===== config.mk =====
export PLATFORM = sky130hd
export DESIGN_NAME = hmq_cmp
export DESIGN_NICKNAME = d
export VERILOG_FILES = /design/src/rtl/hmq_pkg.sv /design/src/rtl/hmq_cmp.sv
export SDC_FILE = /design/constraint.sdc
export NUM_CORES = 1
export LEC_CHECK = 0
export BUFFER_PORTS_ARGS = -buffer_cell sky130_fd_sc_hd__buf_2
export CAP_MARGIN = 20
export CORE_ASPECT_RATIO = 1.4
export CORE_UTILIZATION = 41
export DETAILED_ROUTE_END_ITERATION = 8
export PLACE_DENSITY = 0.94
export SYNTH_ARGS = -nofsm -noshare
export SYNTH_HDL_FRONTEND = slang
export SYNTH_SLANG_ARGS = --single-unit

===== constraint.sdc =====
create_clock -name vclk -period 3.84
set_clock_uncertainty 0.2 [all_clocks]
set_input_delay 0.192 -clock vclk [all_inputs]
set_output_delay 0.192 -clock vclk [all_outputs]
set_load 0.05 [all_outputs]

===== src/rtl/hmq_pkg.sv =====
// hmq_pkg: shared types and constants for the binary min-heap queue.
// Holds the request/result beat structs, heap entry type and FSM codes.
// No dependencies.
package hmq_pkg;

  localparam int CAPACITY  = 256;
  localparam int ID_BITS   = 16;
  localparam int PRIO_BITS = 16;
  localparam int ADDR_W    = $clog2(CAPACITY);
  localparam int CNT_W     = $clog2(CAPACITY + 1);

  localparam logic REQ_PUSH = 1'b0;
  localparam logic REQ_POP  = 1'b1;

  // One request beat
  typedef struct packed {
    logic                 req_type;
    logic [ID_BITS-1:0]   item_id;
    logic [PRIO_BITS-1:0] item_priority;
    logic                 item_known;
  } req_t;

  // One result beat
  typedef struct packed {
    logic               accepted;
    logic [ID_BITS-1:0] popped_id;
    logic               top_valid;
    logic [ID_BITS-1:0] top_id;
    logic [CNT_W-1:0]   entry_count;
    logic               is_empty;
  } res_t;

  // Heap slot contents
  typedef struct packed {
    logic [ID_BITS-1:0]   id;
    logic [PRIO_BITS-1:0] prio;
  } entry_t;

  // Compare unit mode
  typedef enum logic {
    CMP_UP,
    CMP_DN
  } cmp_mode_e;

  // Compare unit decision
  typedef struct packed {
    logic move;    // entry moves past the held one
    logic pick_b;  // sift-down: right child wins
  } cmp_res_t;

  // Sequencer states
  typedef enum logic [2:0] {
    ST_IDLE,
    ST_UP_RD,
    ST_UP_CMP,
    ST_POP_LD,
    ST_DN_RD,
    ST_DN_CMP,
    ST_DONE
  } state_e;

endpackage


===== src/rtl/hmq_cmp.sv =====
// hmq_cmp: shared priority compare unit, one heap level per use.
// Depends on hmq_pkg for entry, mode and decision types.
module hmq_cmp (
  input  hmq_pkg::cmp_mode_e            mode_i,
  input  logic [hmq_pkg::PRIO_BITS-1:0] cur_prio_i,
  input  hmq_pkg::entry_t               ent_a_i,
  input  logic                          vld_a_i,
  input  hmq_pkg::entry_t               ent_b_i,
  input  logic                          vld_b_i,
  output hmq_pkg::cmp_res_t             res_o
);
  import hmq_pkg::*;

  logic                 sel_a;
  logic                 sel_b;
  logic [PRIO_BITS-1:0] best_prio;

  always_comb begin
    // sift-down: left child first, right only if strictly below the best so far
    sel_a     = vld_a_i && (ent_a_i.prio < cur_prio_i);
    best_prio = sel_a ? ent_a_i.prio : cur_prio_i;
    sel_b     = vld_b_i && (ent_b_i.prio < best_prio);

    unique case (mode_i)
      CMP_UP: begin
        // parent in port a moves down only if strictly larger
        res_o.move   = ent_a_i.prio > cur_prio_i;
        res_o.pick_b = 1'b0;
      end
      CMP_DN: begin
        res_o.move   = sel_a || sel_b;
        res_o.pick_b = sel_b;
      end
      default: begin
        res_o.move   = 1'b0;
        res_o.pick_b = 1'b0;
      end
    endcase
  end

endmodule

---- Yosys cells after proc, flatten, opt, wreduce, memory -nomap -nowiden ----
Cells that the tools add are included.
word-level totals
  register bits after elaboration ......... 0
  input port bits ......................... 83
  output and inout bits ................... 2
  logic and storage cells ................. 9
cells by class
  $lt $le $gt $ge ......................... 3
  mux-type cells .......................... 2
  bitwise logic cells ..................... 1
  reduce and logical (&&, ||, !) cells .... 3
operator list
  cell                                number
  less-than comparator 16 bit         2
  greater-than comparator 16 bit      1
  two-way mux 16 bit                  1
  one-hot mux 2 bit (2 select lines)  1
  logical AND 1 bit                   2
  logical OR 1 bit                    1
  NOT 1 bit                           1

---- Longest topological paths before layout ----
  depth after elaboration ................. 7
  gate-level depth with buffers ........... 15
  mapped depth without buffers ............ 14

---- Worst setup path before layout ----
No wires, ideal clock.
  path type ............................... in2out
  start point ............................. in cur_prio_i[14] (netlist name)
  end point ............................... out res_o[1] (netlist name)
  arrival time ............................ 4475 ps
  data required time ...................... 3448 ps
  slack ................................... -1027 ps
  stages on the path ...................... 15
  buffers on the path ..................... 1
  cells stage by stage .................... inv_1 -> ha_1 -> nand4_2 -> nor4_4 -> o21ai_2 -> nand4_2 -> buf_6 -> mux2i_1 -> ha_1 -> a21o_1 -> a21o_1 -> a221oi_1 -> o221ai_1 -> nor3b_1 -> a221o_1
RTL lines
  item             RTL line       RTL
  start, declared  hmq_cmp.sv:5   input logic [hmq_pkg::PRIO_BITS-1:0] cur_prio_i,
  end, declared    hmq_cmp.sv:10  output hmq_pkg::cmp_res_t res_o

==> impl_results.md <==
* Outcome: complete, but fails checks
* Failing checks: design-rule violations, negative setup slack
* Post-DP HPWL at 2.29 mm
* Ranking of synthesized cells by area: ha_1 38%, mux2i_1 15%, inv_1 7.0%, a21oi_1 5.4%, a21o_1 3.7%
* Initial antenna violation count at 0
* Total GRT Usage at 21.4%
* Synth cell count leaders: 31 x ha_1, 19 x inv_1, 15 x mux2i_1, 11 x a21oi_1, 8 x nand2_1
* RSZ-0062 raised after global routing: true
* Setup TNS at -0.0657 ns
* Vias per cell at 6.18
* Post-synthesis cell count at 122
* Hold buffers post-CTS at 0
* Hold slack at 0.586 ns
* Post-synth top area share at 38.3%
* Detailed-route DRC error count at 6
* Post-synthesis average cell area at 8.31 sq um
* Buffers plus inverters on the worst setup path at 4
* Post-route ant nets at 0
* Post-synth cell types at 30
* Total power at 233 uW
* Area of the multi-input gates at 0.00111 sq mm
* Fin. Hold Viols at 0
* Cell area after synthesis at 0.00101 sq mm
* Top Family by Delay on Critical Path: simple AND/OR/NAND/NOR gates
* Worst EP required at 3.45 ns
* Drt wl/cell at 18.3 um
* Leakage power at 0.000941 uW
* GPL Wtd Cong at 0.787
* Die width at 44.0 um
* Starting Density at 45.0%
* Finished Cell Area at 0.00168 sq mm
* Minimum period implied by the final worst setup slack at 3.91 ns
* Final WL at 3.87 mm
* Crit-path cells: buf_2, inv_1, ha_1, nand4_4, nor2_1, a2bb2oi_4, nand4_4, buf_6, mux2i_1, ha_1, nand4_1, nor4b_4, o21ai_2, a311oi_2, nor3b_4, a221o_2, buf_8
* Num sequential at 0
* Final Cycle Share at 102%
* Sequential cell area fraction in the yosys report at 0%
* Class of the worst hold path: in2out
* Worst IR Drop VDD at 0.0000697 V
* Vias at 1311
* Rel. slew slack at 73.3%
* Slowest CP cell: nor4b_4
* Max-cap violations at 0
* Post-synth top area cell: ha_1
* GRT overflow at 0
* First-pass detailed-route iteration total at 6
* Vias in the first global route at 1204
* PD cells at 139 mW/mm^2
* Mapped Nets at 236
* Layout area overhead at 65.3%
* Dpl cells at 205
* Top-count cell post-synth: ha_1
* Max-slew violations at 0
* Initial DRC count at 50
* Die H at 60.8 um
* Die ar. at 0.00268 sq mm
* I/O pin count at 85
* Fill count at 154
* Final nets at 306
* Tightest Pin Transition at 0.399 ns
* Core area at 0.00225 sq mm
* Worst EP arrival at 3.51 ns
* First-pass GRT wire length at 4.54 mm
* Ant. Diodes at 0
* Reg area at 0 sq um
* Post-route insts no fill at 212
* Rows at 20
* Setup CP Type: in2out
* Worst setup EP type: output port
* Pin count of the biggest net entering global routing at 9
* Worst Setup Start Kind: input port
* Post-route setup slack at -0.0657 ns
* Layout cells sized above 1 at 51.6%
* Crit Path Max Fanout at 5
* Port bufs at 53
* Max Clk Rate at 0.256 GHz
* DP Area at 0.00141 sq mm
* Clk_buf instances at 0
* Yosys warning count at 0
* Largest stage delay, worst path at 0.36 ns
* # setup viols final at 1
==> layer usage <==
metal | track usage, % | up-vias | part of all wire [%]
li1 | - | 600 | -
met1 | 21.6 | 614 | 37
met2 | 46.2 | 71 | 52
met3 | 0.595 | 26 | 5.3
met4 | 4.33 | 0 | 5.9
met5 | 0 | - | 0
==> tightest hold or removal path, cell delays in order <==
cell,delay (ns)
buf_2,0.10
a221o_2,0.16
buf_8,0.14
==> stage by stage <==
stage	setup WS, ns	util [%]
5_1_grt	-0.206	74.4
4_1_cts	0.0112	64.3
6_report	-0.0657	74.4
3_3_place_gp	-0.144	62.7
3_5_place_dp	-0.257	62.7
2_1_floorplan	0.0154	-
==> final cells by class <==
type,count,area share [%]
multi-input cells,102,66.5
repair buffers,69,27.1
inverters,19,4.70
well taps,22,1.64
==> power breakdown <==
part	total, uW	internal [uW]	switching, uW
clock	0	0	0
combinational	233	116	117
sequential	0	0	0
total	233	116	117
==> logic make-up (layout without fill, tap and decap cells) <==
group           count (synthesis)  count (layout)  share of synthesized area, %
compound gates                 31              31                          21.4
fa+ha+maj                      31              31                          38.3
buf+inv                        20              88                          8.15
mux                            15              15                          14.8
simple gates                   25              25                          17.4
==> cells in the final DEF, fill, tap and decap left out, drive strengths merged, types with 2 or more instances in the layout <==
| cell type | count |
|---|---|
| a21o | 5 |
| a21oi | 11 |
| ha | 31 |
| buf | 69 |
| nand4b | 2 |
| nand4 | 4 |
| mux2i | 15 |
| nor2 | 2 |
| inv | 19 |
| o21ai | 6 |
| nand2 | 8 |
| o21a | 3 |
==> worst paths after layout <==
path / start / end / slack [ns] / cells past startpoint
min: mode_i / res_o[1] / 0.59 / 3
max: cur_prio_i[12] / res_o[1] / -0.07 / 17
==> what timing repair did <==
| action | 4_1_cts | 5_1_grt |
|---|---|---|
| resized for setup | 4 | 37 |
| setup endpoints to repair | 2 | 2 |
| pin swaps | 3 | 15 |
| setup buffers | 3 | 4 |
Power figures use the tool's default switching activity.
